[config.mk]
export PLATFORM = sky130hd
export DESIGN_NAME = feeder_disk_angle_jam_controller_unit
export DESIGN_NICKNAME = d
export VERILOG_FILES = /design/src/hdl/fdaj_pkg.sv /design/src/hdl/fdaj_front.sv /design/src/hdl/fdaj_queue.sv /design/src/hdl/fdaj_back.sv /design/src/hdl/feeder_disk_angle_jam_controller_unit.sv
export SDC_FILE = /design/constraint.sdc
export NUM_CORES = 2
export LEC_CHECK = 0
export ABC_CLOCK_PERIOD_IN_PS = 12000
export BUFFER_PORTS_ARGS = -buffer_cell sky130_fd_sc_hd__buf_2
export CAP_MARGIN = 20
export CELL_PAD_IN_SITES_DETAIL_PLACEMENT = 1
export CELL_PAD_IN_SITES_GLOBAL_PLACEMENT = 1
export CORE_AREA = 2 2 268 270
export DETAILED_ROUTE_END_ITERATION = 7
export DIE_AREA = 0 0 270 272
export GPL_ROUTABILITY_DRIVEN = 0
export PLACE_DENSITY = 0.86
export SYNTH_ARGS = -nofsm -noshare
export SYNTH_HDL_FRONTEND = slang
export SYNTH_SLANG_ARGS = --single-unit
[constraint.sdc]
create_clock -name clk_i -period 12 [get_ports clk_i]
set_clock_uncertainty 0.05 [all_clocks]
set_input_delay 1.2 -clock clk_i [delete_from_list [all_inputs] [get_ports clk_i]]
set_output_delay 1.2 -clock clk_i [all_outputs]
set_load 0.05 [all_outputs]
[src/hdl/fdaj_pkg.sv]
// Shared types and constants for the feeder disk angle and jam controller.
package fdaj_pkg;

  localparam int ANGLE_FRAC_BITS = 8;

  localparam int RPM_W      = 15;
  localparam int SHOT_W     = 12;
  localparam int RATE_W     = 14;
  localparam int AIM_W      = 2;
  localparam int SPEED_W    = 15;
  localparam int ANGLE_W    = 32;
  localparam int DEG_W      = 9;
  localparam int GAIN_W     = 24;
  localparam int CFG_IDX_W  = 1;
  localparam int CFG_DATA_W = 24;
  localparam int PROD_W     = RPM_W + GAIN_W + 1;
  localparam int STEP_W     = PROD_W - 16;
  localparam int TGT_W      = SHOT_W + DEG_W + ANGLE_FRAC_BITS;
  localparam int ERR_W      = ((TGT_W > ANGLE_W) ? TGT_W : ANGLE_W) + 2;
  localparam int STALL_W    = 10;
  localparam int REV_W      = 9;

  localparam int DROP_STEP = (1 << ANGLE_FRAC_BITS) / 100;

  localparam logic signed [SPEED_W-1:0] SPEED_BACK = -15'sd3500;
  localparam logic signed [SPEED_W-1:0] SPEED_JAM  = -15'sd5000;
  localparam logic signed [RPM_W-1:0]   STALL_RPM  = 15'sd50;
  localparam logic [STALL_W-1:0]        STALL_FAST = 10'd300;
  localparam logic [STALL_W-1:0]        STALL_SLOW = 10'd500;
  localparam logic [REV_W-1:0]          REVERSE_LEN = 9'd300;
  localparam int                        GAP_DEG    = 10;

  localparam logic [AIM_W-1:0] AIM_FAST1 = 2'd1;
  localparam logic [AIM_W-1:0] AIM_FAST2 = 2'd2;

  localparam logic [CFG_IDX_W-1:0] CFG_SHOT_ANGLE = 1'b0;
  localparam logic [CFG_IDX_W-1:0] CFG_ANGLE_GAIN = 1'b1;

  localparam logic [DEG_W-1:0]  SHOT_ANGLE_RST = 9'd45;
  localparam logic [GAIN_W-1:0] ANGLE_GAIN_RST = 24'd16777;

  // Classified tick handed from the front end to the back end.
  typedef struct packed {
    logic signed [STEP_W-1:0] step;
    logic [TGT_W-1:0]         target;
    logic [RATE_W-1:0]        rate;
    logic                     fast;
    logic                     stall_cond;
    logic                     reset_angle;
    logic                     clear_speed;
  } fdaj_item_t;

  typedef struct packed {
    logic signed [SPEED_W-1:0] target_speed;
    logic                      jam_active;
    logic                      clear_counts;
    logic signed [ANGLE_W-1:0] plate_angle;
  } fdaj_result_t;

endpackage

[src/hdl/fdaj_front.sv]
// Front end: config registers, angle step multiply, target angle, classification.
module fdaj_front
  import fdaj_pkg::*;
(
  input  logic                     clk_i,
  input  logic                     rst_ni,
  input  logic                     cfg_we_i,
  input  logic [CFG_IDX_W-1:0]     cfg_idx_i,
  input  logic [CFG_DATA_W-1:0]    cfg_data_i,
  input  logic                     push_i,
  output logic                     full_o,
  input  logic signed [RPM_W-1:0]  motor_speed_rpm_i,
  input  logic [SHOT_W-1:0]        shot_count_i,
  input  logic [RATE_W-1:0]        firing_rate_i,
  input  logic                     continuous_mode_i,
  input  logic [AIM_W-1:0]         aim_mode_i,
  input  logic                     reset_angle_i,
  input  logic                     clear_speed_i,
  output logic                     valid_o,
  output fdaj_item_t               item_o,
  input  logic                     stall_i
);

  localparam logic signed [STEP_W-1:0] DropPos = STEP_W'(DROP_STEP);
  localparam logic signed [STEP_W-1:0] DropNeg = -STEP_W'(DROP_STEP);

  logic [DEG_W-1:0]          shot_angle_q;
  logic [GAIN_W-1:0]         angle_gain_q;
  logic                      valid_q, valid_d;
  fdaj_item_t                item_q, item_d;
  logic                      accept;
  logic signed [PROD_W-1:0]  prod;
  logic signed [STEP_W-1:0]  step;
  logic [SHOT_W+DEG_W-1:0]   shot_deg;

  always_ff @(posedge clk_i or negedge rst_ni) begin
    if (!rst_ni) begin
      shot_angle_q <= SHOT_ANGLE_RST;
      angle_gain_q <= ANGLE_GAIN_RST;
    end else if (cfg_we_i) begin
      unique case (cfg_idx_i)
        CFG_SHOT_ANGLE: shot_angle_q <= cfg_data_i[DEG_W-1:0];
        CFG_ANGLE_GAIN: angle_gain_q <= cfg_data_i[GAIN_W-1:0];
        default:        shot_angle_q <= shot_angle_q;
      endcase
    end
  end

  assign full_o = valid_q && stall_i;
  assign accept = push_i && !full_o;

  always_comb begin
    prod = PROD_W'(motor_speed_rpm_i) * $signed({{(PROD_W-GAIN_W){1'b0}}, angle_gain_q});
    // Arithmetic shift floors toward minus infinity.
    step = prod[PROD_W-1:16];
    shot_deg = (SHOT_W+DEG_W)'(shot_count_i) * (SHOT_W+DEG_W)'(shot_angle_q);

    item_d.step        = ((step > DropPos) || (step < DropNeg)) ? step : '0;
    item_d.target      = {shot_deg, {ANGLE_FRAC_BITS{1'b0}}};
    item_d.rate        = firing_rate_i;
    item_d.fast        = (aim_mode_i == AIM_FAST1) || (aim_mode_i == AIM_FAST2);
    item_d.stall_cond  = (motor_speed_rpm_i < STALL_RPM) &&
                         (continuous_mode_i || (aim_mode_i == AIM_FAST1));
    item_d.reset_angle = reset_angle_i;
    item_d.clear_speed = clear_speed_i;

    valid_d = accept || (valid_q && stall_i);
  end

  always_ff @(posedge clk_i or negedge rst_ni) begin
    if (!rst_ni) begin
      valid_q <= 1'b0;
    end else begin
      valid_q <= valid_d;
    end
  end

  always_ff @(posedge clk_i) begin
    if (accept) begin
      item_q <= item_d;
    end
  end

  assign valid_o = valid_q;
  assign item_o  = item_q;

endmodule

[src/hdl/fdaj_queue.sv]
// Two-entry queue of classified ticks between the front and back ends.
module fdaj_queue
  import fdaj_pkg::*;
(
  input  logic       clk_i,
  input  logic       rst_ni,
  input  logic       push_i,
  input  fdaj_item_t data_i,
  output logic       full_o,
  input  logic       pop_i,
  output fdaj_item_t data_o,
  output logic       empty_o
);

  fdaj_item_t  mem_q [2];
  logic        wr_ptr_q, rd_ptr_q;
  logic [1:0]  cnt_q;
  logic        do_push, do_pop;

  assign full_o  = (cnt_q == 2'd2);
  assign empty_o = (cnt_q == 2'd0);
  assign do_push = push_i && !full_o;
  assign do_pop  = pop_i && !empty_o;
  assign data_o  = mem_q[rd_ptr_q];

  always_ff @(posedge clk_i or negedge rst_ni) begin
    if (!rst_ni) begin
      wr_ptr_q <= 1'b0;
      rd_ptr_q <= 1'b0;
      cnt_q    <= 2'd0;
    end else begin
      if (do_push) wr_ptr_q <= ~wr_ptr_q;
      if (do_pop)  rd_ptr_q <= ~rd_ptr_q;
      cnt_q <= cnt_q + 2'(do_push) - 2'(do_pop);
    end
  end

  always_ff @(posedge clk_i) begin
    if (do_push) begin
      mem_q[wr_ptr_q] <= data_i;
    end
  end

endmodule

[src/hdl/fdaj_back.sv]
// Back end: angle integration, speed decision, stall and jam sequencing, result buffer.
module fdaj_back
  import fdaj_pkg::*;
(
  input  logic         clk_i,
  input  logic         rst_ni,
  input  logic         valid_i,
  input  fdaj_item_t   item_i,
  output logic         take_o,
  output logic         empty_o,
  input  logic         pop_i,
  output fdaj_result_t res_o
);

  localparam logic signed [ERR_W-1:0] FinishFast = ERR_W'(1) <<< ANGLE_FRAC_BITS;
  localparam logic signed [ERR_W-1:0] FinishSlow = ERR_W'(5) <<< ANGLE_FRAC_BITS;
  localparam logic signed [ERR_W-1:0] GapPos     = ERR_W'(GAP_DEG) <<< ANGLE_FRAC_BITS;
  localparam logic signed [ERR_W-1:0] GapNeg     = -GapPos;
  localparam logic signed [ANGLE_W-1:0] AngleMax = {1'b0, {(ANGLE_W-1){1'b1}}};
  localparam logic signed [ANGLE_W-1:0] AngleMin = {1'b1, {(ANGLE_W-1){1'b0}}};

  logic signed [ANGLE_W-1:0] acc_q, acc_d, acc_base;
  logic signed [SPEED_W-1:0] held_q, held_d, held_base;
  logic                      jam_q, jam_d;
  logic [STALL_W-1:0]        stall_q, stall_d, stall_inc, stall_lim;
  logic [REV_W-1:0]          rev_q, rev_d, rev_inc;
  logic                      clr;
  logic signed [ANGLE_W:0]   sum;
  logic signed [ERR_W-1:0]   err, finish;
  logic                      fire;

  fdaj_result_t res_mem_q [2];
  logic         wr_ptr_q, rd_ptr_q;
  logic [1:0]   cnt_q;
  logic         do_pop;

  assign take_o  = valid_i && (cnt_q != 2'd2);
  assign fire    = take_o;
  assign empty_o = (cnt_q == 2'd0);
  assign do_pop  = pop_i && !empty_o;
  assign res_o   = res_mem_q[rd_ptr_q];

  always_comb begin
    acc_base = item_i.reset_angle ? '0 : acc_q;
    sum      = (ANGLE_W+1)'(acc_base) + (ANGLE_W+1)'(item_i.step);
    // Saturate on signed overflow.
    if (sum[ANGLE_W] != sum[ANGLE_W-1]) begin
      acc_d = sum[ANGLE_W] ? AngleMin : AngleMax;
    end else begin
      acc_d = sum[ANGLE_W-1:0];
    end

    held_base = item_i.clear_speed ? '0 : held_q;
    err       = $signed({{(ERR_W-TGT_W){1'b0}}, item_i.target}) - ERR_W'(acc_d);
    finish    = item_i.fast ? FinishFast : FinishSlow;
    stall_lim = item_i.fast ? STALL_FAST : STALL_SLOW;
    stall_inc = stall_q + 1'b1;
    rev_inc   = rev_q + 1'b1;

    held_d  = held_base;
    jam_d   = jam_q;
    stall_d = stall_q;
    rev_d   = rev_q;
    clr     = 1'b0;

    if (!jam_q) begin
      priority if (err >= 0 && err <= finish) begin
        held_d = '0;
      end else if (err < GapNeg) begin
        held_d = SPEED_BACK;
      end else if (err > GapPos) begin
        held_d = $signed({1'b0, item_i.rate});
        if (item_i.stall_cond) begin
          if (stall_inc > stall_lim) begin
            jam_d   = 1'b1;
            stall_d = '0;
          end else begin
            stall_d = stall_inc;
          end
        end else begin
          stall_d = '0;
        end
      end else begin
        held_d = held_base;
      end
    end else begin
      held_d = SPEED_JAM;
      // Finish the reverse phase and request a count clear.
      if (rev_inc > REVERSE_LEN) begin
        jam_d = 1'b0;
        rev_d = '0;
        clr   = 1'b1;
      end else begin
        rev_d = rev_inc;
      end
    end
  end

  always_ff @(posedge clk_i or negedge rst_ni) begin
    if (!rst_ni) begin
      acc_q    <= '0;
      held_q   <= '0;
      jam_q    <= 1'b0;
      stall_q  <= '0;
      rev_q    <= '0;
      wr_ptr_q <= 1'b0;
      rd_ptr_q <= 1'b0;
      cnt_q    <= 2'd0;
    end else begin
      if (fire) begin
        acc_q    <= acc_d;
        held_q   <= held_d;
        jam_q    <= jam_d;
        stall_q  <= stall_d;
        rev_q    <= rev_d;
        wr_ptr_q <= ~wr_ptr_q;
      end
      if (do_pop) rd_ptr_q <= ~rd_ptr_q;
      cnt_q <= cnt_q + 2'(fire) - 2'(do_pop);
    end
  end

  always_ff @(posedge clk_i) begin
    if (fire) begin
      res_mem_q[wr_ptr_q] <= '{target_speed: held_d, jam_active: jam_d,
                               clear_counts: clr, plate_angle: acc_d};
    end
  end

endmodule

[src/hdl/feeder_disk_angle_jam_controller_unit.sv]
// Feeder disk angle and jam controller, top level.
// An accepted tick is registered in the front stage, mid queue and result buffer,
// where it shows (empty low). Throughput: one tick per cycle, set by the angle and
// decision update in the back end; a two-entry queue between the ends and a
// two-entry result buffer let either side stall. Reset: async, active low; clears
// angle, held speed, jam and counters; loads shot angle 45 degrees and gain 16777.
module feeder_disk_angle_jam_controller_unit
  import fdaj_pkg::*;
(
  input  logic                      clk_i,
  input  logic                      rst_ni,
  input  logic                      cfg_we_i,
  input  logic [CFG_IDX_W-1:0]      cfg_idx_i,
  input  logic [CFG_DATA_W-1:0]     cfg_data_i,
  input  logic                      push,
  output logic                      full,
  input  logic signed [RPM_W-1:0]   motor_speed_rpm_i,
  input  logic [SHOT_W-1:0]         shot_count_i,
  input  logic [RATE_W-1:0]         firing_rate_i,
  input  logic                      continuous_mode_i,
  input  logic [AIM_W-1:0]          aim_mode_i,
  input  logic                      reset_angle_i,
  input  logic                      clear_speed_i,
  output logic                      empty,
  input  logic                      pop,
  output logic signed [SPEED_W-1:0] target_speed_o,
  output logic                      jam_active_o,
  output logic                      clear_counts_o,
  output logic signed [ANGLE_W-1:0] plate_angle_o
);

  logic         front_valid;
  fdaj_item_t   front_item;
  logic         mid_full, mid_empty, back_take;
  fdaj_item_t   mid_item;
  fdaj_result_t res;

  fdaj_front u_front (
    .clk_i             (clk_i),
    .rst_ni            (rst_ni),
    .cfg_we_i          (cfg_we_i),
    .cfg_idx_i         (cfg_idx_i),
    .cfg_data_i        (cfg_data_i),
    .push_i            (push),
    .full_o            (full),
    .motor_speed_rpm_i (motor_speed_rpm_i),
    .shot_count_i      (shot_count_i),
    .firing_rate_i     (firing_rate_i),
    .continuous_mode_i (continuous_mode_i),
    .aim_mode_i        (aim_mode_i),
    .reset_angle_i     (reset_angle_i),
    .clear_speed_i     (clear_speed_i),
    .valid_o           (front_valid),
    .item_o            (front_item),
    .stall_i           (mid_full)
  );

  fdaj_queue u_queue (
    .clk_i   (clk_i),
    .rst_ni  (rst_ni),
    .push_i  (front_valid),
    .data_i  (front_item),
    .full_o  (mid_full),
    .pop_i   (back_take),
    .data_o  (mid_item),
    .empty_o (mid_empty)
  );

  fdaj_back u_back (
    .clk_i   (clk_i),
    .rst_ni  (rst_ni),
    .valid_i (!mid_empty),
    .item_i  (mid_item),
    .take_o  (back_take),
    .empty_o (empty),
    .pop_i   (pop),
    .res_o   (res)
  );

  assign target_speed_o = res.target_speed;
  assign jam_active_o   = res.jam_active;
  assign clear_counts_o = res.clear_counts;
  assign plate_angle_o  = res.plate_angle;

`ifndef SYNTHESIS
  a_accept_loads_front: assert property (@(posedge clk_i) disable iff (!rst_ni)
    (push && !full) |=> front_valid)
    else $error("accepted tick not held in front stage");

  a_mid_queue_sane: assert property (@(posedge clk_i) disable iff (!rst_ni)
    !(mid_full && mid_empty))
    else $error("mid queue both full and empty");

  a_clear_ends_jam: assert property (@(posedge clk_i) disable iff (!rst_ni)
    (!empty && clear_counts_o) |-> !jam_active_o)
    else $error("count clear flagged while jam still active");
`endif

endmodule
==> Word level (Yosys, flattened, before mapping) <==
Memories as Yosys holds them, arrays and structs flattened.
Index checks and enable logic that the tools add are counted.
{ "totals": {"latch_bits": 0, "mem_count": 2, "wordCells": 103, "inputBits": 76, "out_inout_bits": 51, "register_bits": 172, "ramBits": 224, "romBits": 0} }
{ "memory_table": {"columns": ["memory", "words", "word_bits", "read_ports", "rd_ports_with_merged_regs", "wr", "line_no", "text"], "rows": [
  ["u_queue.mem_q", 2, 63, 1, 0, 1, "fdaj_queue.sv:15", "fdaj_item_t mem_q [2];"],
  ["u_back.res_mem_q", 2, 49, 1, 0, 1, "fdaj_back.sv:32", "fdaj_result_t res_mem_q [2];"]
]} }
{ "classes": {"muxes": 26, "n_bitwise": 8, "magnitude_cmp": 9, "n_mul": 2, "reduce_logical": 22, "n_eq_ne": 5, "addsub": 8, "div": 0, "shifts": 0} }
{ "op_table": {"columns": ["operator", "count"], "rows": [
  ["32-bit 2-to-1 mux", 3],
  ["15-bit 2-to-1 mux", 5],
  ["15-bit by 25-bit multiplier with 40-bit output", 1],
  ["34-bit by 1-bit greater-or-equal comparator with 1-bit output (second input constant)", 1],
  ["34-bit by 13-bit > comparator with 1-bit output (second input constant)", 1],
  ["34-bit less-or-equal comparator", 1],
  ["34-bit by 13-bit < comparator with 1-bit output (second input constant)", 1],
  ["32-bit by 24-bit adder with 33-bit output", 1],
  ["30-bit by 32-bit subtractor with 33-bit output", 1],
  ["24-bit by 3-bit > comparator with 1-bit output (second input constant)", 1],
  ["24-bit by 2-bit < comparator with 1-bit output (second input constant)", 1],
  ["12-bit by 9-bit multiplier with 21-bit output", 1],
  ["10-bit 2-to-1 mux", 2],
  ["15-bit by 7-bit < comparator with 1-bit output (second input constant)", 1],
  ["1-bit 2-to-1 mux", 13],
  ["11-bit 2-to-1 mux", 1],
  ["10-bit by 1-bit adder with 10-bit output (second input constant)", 1],
  ["10-bit > comparator", 1],
  ["9-bit by 1-bit adder with 9-bit output (second input constant)", 1],
  ["9-bit > comparator (second input constant)", 1],
  ["9-bit 2-to-1 mux", 1],
  ["1-bit logical AND", 8],
  ["8-bit 2-to-1 mux", 1],
  ["1-bit inverter", 8],
  ["other kinds (11)", 23]
]} }

==> Depth between registers and ports, before layout <==
An unclocked memory read counts as a cell.
{ "logic_depth": {"depth_word": 11, "depth_mapped": 43, "mapped_depth_nobuf": 34} }

==> By module <==
From an unflattened synthesis, not the netlist that was laid out.
{ "hier_totals": {"cells_unflattened": 3498, "area_unflattened_um2": 36261.0} }
{ "modules_own_cells": {"columns": ["mod", "seq_area_each_um2", "n_inst", "area_per_inst_um2", "cells_per_inst"], "rows": [
  ["fdaj_front", 2753.9, 1, 18652.9, 1985],
  ["fdaj_back", 4719.5, 1, 11932.7, 1273],
  ["fdaj_queue", 4364.2, 1, 5671.7, 239],
  ["feeder_disk_angle_jam_controller_unit", 0.0, 1, 3.8, 1]
]} }

==> Worst setup path after synthesis <==
No wires, ideal clock.
{ "synth_path": {"kind": "register to register", "startpoint": "reg u_queue.rd_ptr_q", "endpoint": "reg u_back.stall_q[0]", "path_buffers": 8, "t_required_ns": 11.825, "setup_time_ns": 0.125, "path_slack_ns": 3.009, "t_arrival_ns": 8.816, "path_stages_with_launch": 41, "period_less_slack_ns": 8.991, "cell_sequence": "dfrtp_1 > clkbuf_1 > clkbuf_1 > clkbuf_1 > mux2_2 > ha_1 > buf_4 > nand2_1 > a2111oi_0 > o21ai_0 > nand3_1 > a21oi_1 > nor2_1 > a21oi_1 > o21bai_1 > a21oi_1 > o21bai_1 > xor2_1 > [... 5 more ...] > clkbuf_1 > o21ai_0 > inv_1 > ha_1 > and2_1 > clkbuf_1 > and3_1 > a221o_1 > nor2b_1 > nor4_1 > o31ai_1 > o211ai_1 > or4b_4 > nor4b_4 > a31oi_2 > buf_6 > nand2_2 > mux2_2"} }
{ "synth_between": {"elab_chain_len": 10, "word_cells_on_any_way": 20, "classes_between": "2 x add/sub; 5 x order compare; 1 x eq/ne; 7 x mux; 2 x bitwise; 2 x reduce/logical; 1 x memory"} }
{ "synth_lines": {"columns": ["item", "line_no", "text"], "rows": [
  ["from (decl)", "fdaj_queue.sv:16", "logic wr_ptr_q, rd_ptr_q;"],
  ["from (signal assigned)", "fdaj_queue.sv:33", "if (do_pop) rd_ptr_q <= ~rd_ptr_q;"],
  ["memory read 2 x 63 bit (*)", null, null],
  ["32-bit 2-to-1 mux", "fdaj_back.sv:44", "acc_base = item_i.reset_angle ? '0 : acc_q;"],
  ["32-bit by 24-bit adder with 33-bit output (*)", "fdaj_back.sv:45", "sum = (ANGLE_W+1)'(acc_base) + (ANGLE_W+1)'(item_i.step);"],
  ["32-bit 2-to-1 mux or 1-bit != test (tied branches)", "fdaj_back.sv:48, fdaj_back.sv:47", null],
  ["32-bit 2-to-1 mux (*)", "fdaj_back.sv:47", "if (sum[ANGLE_W] != sum[ANGLE_W-1]) begin"],
  ["named net u_back.acc_d[11]", "fdaj_back.sv:22", "logic signed [ANGLE_W-1:0] acc_q, acc_d, acc_base;"],
  ["30-bit by 32-bit subtractor with 33-bit output (*)", "fdaj_back.sv:54", "err = $signed({{(ERR_W-TGT_W){1'b0}}, item_i.target}) - ERR_W'(acc_d);"],
  ["34-bit by 1-bit greater-or-equal comparator with 1-bit output or 34-bit less-or-equal comparator (tied branches)", "fdaj_back.sv:67", "priority if (err >= 0 && err <= finish) begin"],
  ["1-bit logical AND", "fdaj_back.sv:67", null],
  ["1-bit inverter (no source line)", null, null],
  ["5-bit AND reduction (no source line) (*)", null, null],
  ["to (signal assigned)", "fdaj_back.sv:114", "stall_q <= stall_d;"],
  ["to (decl)", "fdaj_back.sv:25", "logic [STALL_W-1:0] stall_q, stall_d, stall_inc, stall_lim;"]
]} }
The timed path passes the listed nets; every way through them passes the cells marked *.
A chain may end at the register's enable or synchronous reset.

==> Worst setup path in the final report <==
{ "layout_path": {"startpoint": "reg u_queue.rd_ptr_q", "endpoint": "mem u_back.res_mem_q[0][43] (netlist name), data pin"} }
{ "layout_between": {"elab_chain_len": 11, "word_cells_on_any_way": 18, "classes_between": "2 x add/sub; 4 x order compare; 1 x eq/ne; 9 x mux; 1 x reduce/logical; 1 x memory"} }
{ "layout_lines": {"columns": ["item", "line_no", "text"], "rows": [
  ["memory read 2 x 63 bit (*)", null, null],
  ["32-bit 2-to-1 mux", "fdaj_back.sv:44", null],
  ["32-bit by 24-bit adder with 33-bit output (*)", "fdaj_back.sv:45", null],
  ["32-bit 2-to-1 mux or 1-bit != test (tied branches)", "fdaj_back.sv:48, fdaj_back.sv:47", null],
  ["32-bit 2-to-1 mux (*)", "fdaj_back.sv:47", null],
  ["named net u_back.acc_d[12]", "fdaj_back.sv:22", null],
  ["30-bit by 32-bit subtractor with 33-bit output (*)", "fdaj_back.sv:54", null],
  ["34-bit by 13-bit > comparator with 1-bit output", "fdaj_back.sv:71", "end else if (err > GapPos) begin"],
  ["15-bit 2-to-1 mux", "fdaj_back.sv:71", null],
  ["15-bit 2-to-1 mux", "fdaj_back.sv:69", "end else if (err < GapNeg) begin"],
  ["15-bit 2-to-1 mux (*)", "fdaj_back.sv:67", null],
  ["15-bit 2-to-1 mux (*)", "fdaj_back.sv:66", "if (!jam_q) begin"],
  ["named net u_back.held_d[9]", "fdaj_back.sv:23", "logic signed [SPEED_W-1:0] held_q, held_d, held_base;"],
  ["to (decl)", "fdaj_back.sv:32", null]
]} }
Marked as above.

==> flow_metrics.py <==
metrics = {
    "die": {
        "initial_core_util_pct": 49.62,
        "dieHeight_um": 272,
        "die_area_um2": 73440,
        "placementRows": 98,
        "fp.coreArea_um2": 70750,
        "ios": 127,
        "fp.dieW_um": 270,
    },
    "layout": {
        "fin_nets": 4139,
        "commonest_cells_after_routing_fill_and_taps_aside": "sky130_fd_sc_hd__inv_1, sky130_fd_sc_hd__nand2_1, sky130_fd_sc_hd__fa_1, sky130_fd_sc_hd__edfxtp_1, sky130_fd_sc_hd__ha_1",
        "area.growth.synth_to_final_pct": 8.357,
        "n_fill_cell": 7804,
        "non_filler_instances": 4460,
        "most_common_cell_after_layout_fill_and_taps_aside": "sky130_fd_sc_hd__inv_1",
        "drive_above_1_share_pct": 11.94,
    },
    "placement": {
        "dp_cells": 4375,
        "io_buffers": 126,
        "dpl.hpwl_um": 77000,
        "placement.setup.worst_slack_ns": 1.813,
    },
    "timing": {
        "worst_hold_slack_ns": 0.3801,
        "slew_headroom_pct": 31.19,
        "final_setup_margin_ns": 1.402,
        "report.final.setup_viol": 0,
        "timing_worst_slew_pin_value_ns": 1.019,
        "final_critical_path_share_of_the_clock_period_pct": 88.32,
        "timing.fmax_mhz": 94.36,
        "rsz0062_at_grt": "no",
        "maxSlewViolCount": 0,
        "period_minus_slack_ns": 10.60,
        "totalNegativeSetupSlack_ns": 0,
        "hold_viol_final": 0,
    },
    "logic_synthesis": {
        "post-synth-top-area-fraction_pct": 24.55,
        "post_synthesis_area_per_instance_um2": 10.21,
        "sequential_cell_area_fraction_in_the_yosys_report_pct": 32.35,
        "synth_ff_type": "sky130_fd_sc_hd__edfxtp_1",
        "yosys.cell_types.count": 91,
        "syn_area_um2": 35110,
        "netlist_instances": 3438,
        "synth_top_area_cell": "sky130_fd_sc_hd__edfxtp_1",
        "async_set_or_reset_register_ratio_after_synthesis_pct": 27.53,
        "postSynthRegisterBits": 396,
        "synth-warning-count": 0,
        "synth_area_leaders": "sky130_fd_sc_hd__edfxtp_1, sky130_fd_sc_hd__fa_1, sky130_fd_sc_hd__ha_1",
        "syn_nets": 4105,
        "synth-edff-count": 287,
    },
    "setup_path": {
        "worstPathRequired_ns": 12.36,
        "cp_slowest_cell": "sky130_fd_sc_hd__dfrtp_2",
        "crit_fanout": 31,
        "setup.worst_path.end_class": "flip-flop",
        "critical_path.most_common_cell": "sky130_fd_sc_hd__a21oi_1",
        "crit_path_max_incr_delay_ns": 0.67,
        "worstSetupStartpoint": "u_queue.rd_ptr_q$_DFFE_PN0P_",
        "startpoint_class": "flip-flop",
        "critical_path_class": "reg -> reg",
        "crit-reg2reg-launch": "u_queue.rd_ptr_q$_DFFE_PN0P_",
        "arrival_ns": 10.96,
    },
    "hold_path": {
        "holdCritPathClass": "reg -> reg",
        "holdCritStartpoint": "u_front.item_o[70]$_SDFFCE_PN0P_",
    },
    "route": {
        "via_count": 26380,
        "route.antenna.remaining_nets": 0,
        "detail_route.iter0.violations": 2099,
        "average_via_count_per_standard_cell": 5.914,
        "routed_wl_um": 104200,
        "detail_route.wl_per_cell_um": 23.37,
        "route.detailed.drc": 0,
        "detail_route.first_pass.iterations": 5,
    },
    "global_route": {
        "first_pass_grt_wire_length_um": 164500,
        "grt_start_max_net_pins": 71,
        "globalRouteOverflowTotal": 0,
        "antenna_violations_before_repair": 5,
        "first_global_vias": 29190,
        "gr_util_all_layers_pct": 28.52,
    },
    "clock_network": {
        "cts-buffers-inserted": 45,
        "post_cts.repair.setup_buffers": 0,
        "tritoncts_clock_tree": "done",
        "cts_max_level": 2,
        "clk_root_buffer_cell": "sky130_fd_sc_hd__clkbuf_16",
        "cts.sink_count": 396,
        "cts.hold.buffers_added": 0,
        "cts.path.max_buffers": 3,
        "post_cts_resized": 0,
        "clk_pin_slew_ns": 0.06,
        "worstSkewPairLatency_ns": 0.63,
    },
    "job": {
        "maxCapViolations": 0,
    },
    "outcome": {
        "status": "complete, no violations",
    },
}
==> kinds of logic after synthesis <==
| family | count (synthesis) | share of synthesized area, % |
|---|---|---|
| and+or+nand+nor | 1027 | 14.51 |
| buffers and inverters | 641 | 6.935 |
| adders and majority gates | 591 | 28.67 |
| AOI/OAI and AO/OA | 526 | 9.922 |
| DFF | 396 | 32.35 |
| muxes | 170 | 5.442 |
| xor gates and xnor gates | 87 | 2.170 |
==> registers in the layout, indices dropped and copies added (netlist names), 9 cells and up <==
name	count
u_back.stall_q	10
u_back.held_q	15
u_front.shot_angle_q	9
u_front.angle_gain_q	24
u_queue.mem_q	126
u_back.acc_q	32
u_front.item_o	63
u_back.rev_q	9
u_back.res_mem_q	98
==> synth_stat cells (all sizes together) (14+ instances only) <==
cell type / n
a21o: 51
a21oi: 120
a31oi: 25
and2: 233
and3: 23
buf: 23
clkbuf: 135
dfrtp: 100
edfxtp: 287
fa: 356
ha: 235
inv: 482
mux2: 152
mux2i: 18
nand2: 416
nand2b: 29
nand3: 43
nand4: 31
nor2: 121
nor2b: 19
nor3: 31
nor4: 20
o211ai: 30
o21a: 14
o21ai: 134
o31ai: 14
or3: 18
xnor2: 55
xor2: 32
==> cell type report <==
cell class / instances / area (µm²) / share of cell area (%)
Multi-Input combinational cell: 2401 / 21350 / 56.13
Clock buffer: 56 / 1197 / 3.148
Clock inverter: 28 / 332.8 / 0.8749
Inverter: 483 / 1813 / 4.766
Antenna cell: 1 / 2.502 / 0.006578
Timing Repair Buffer: 145 / 795.8 / 2.092
Sequential cell: 396 / 11360 / 29.86
Tap cell: 950 / 1189 / 3.124
==> routing by layer <==
metal / wire [µm] / global-route usage (%) / vias to the layer above
met1: 42240 / 35.36 / 13540
met5: 61 / 0 / -
met2: 51570 / 50.15 / 953
li1: - / - / 11610
met4: 4046 / 11.07 / 8
met3: 6290 / 4.434 / 270
==> metrics by stage <==
stage	cell area [µm²]	util, %
floorplan	35110	-
global placement	36480	51.57
detailed placement	36510	51.60
CTS	38040	53.77
global route	38040	53.77
finish	38040	53.77
==> worst max-delay path, delay by kind of cell, from the launching register on <==
kind	cells	cell delay [ns]
AO/OA/AOI/OAI	17	4.32
AND/OR/NAND/NOR	10	2.29
adder cells (fa/ha/maj)	3	1.00
multiplexers	2	0.95
buffers and inverters	3	0.89
flip-flops	1	0.67
XOR/XNOR	1	0.18
==> worst paths after layout <==
kind                                                           to  slack (ns)  cells past startpoint
max in group asynchronous             u_back.rd_ptr_q$_DFFE_PN0P_        9.82                      2
worst min-delay path               u_queue.mem_q[1][62]$_DFFE_PP_        0.38                      0
worst max-delay path            u_back.res_mem_q[0][43]$_DFFE_PP_        1.40                     36
min in group asynchronous             u_back.acc_q[2]$_DFFE_PN0P_        0.59                      1
worst min register to register     u_queue.mem_q[1][62]$_DFFE_PP_        0.38                      0
worst max register to register  u_back.res_mem_q[0][43]$_DFFE_PP_        1.40                     36
Power is not shown: default switching activity piles up to over one toggle a cycle in this logic, so the estimate is an artifact.
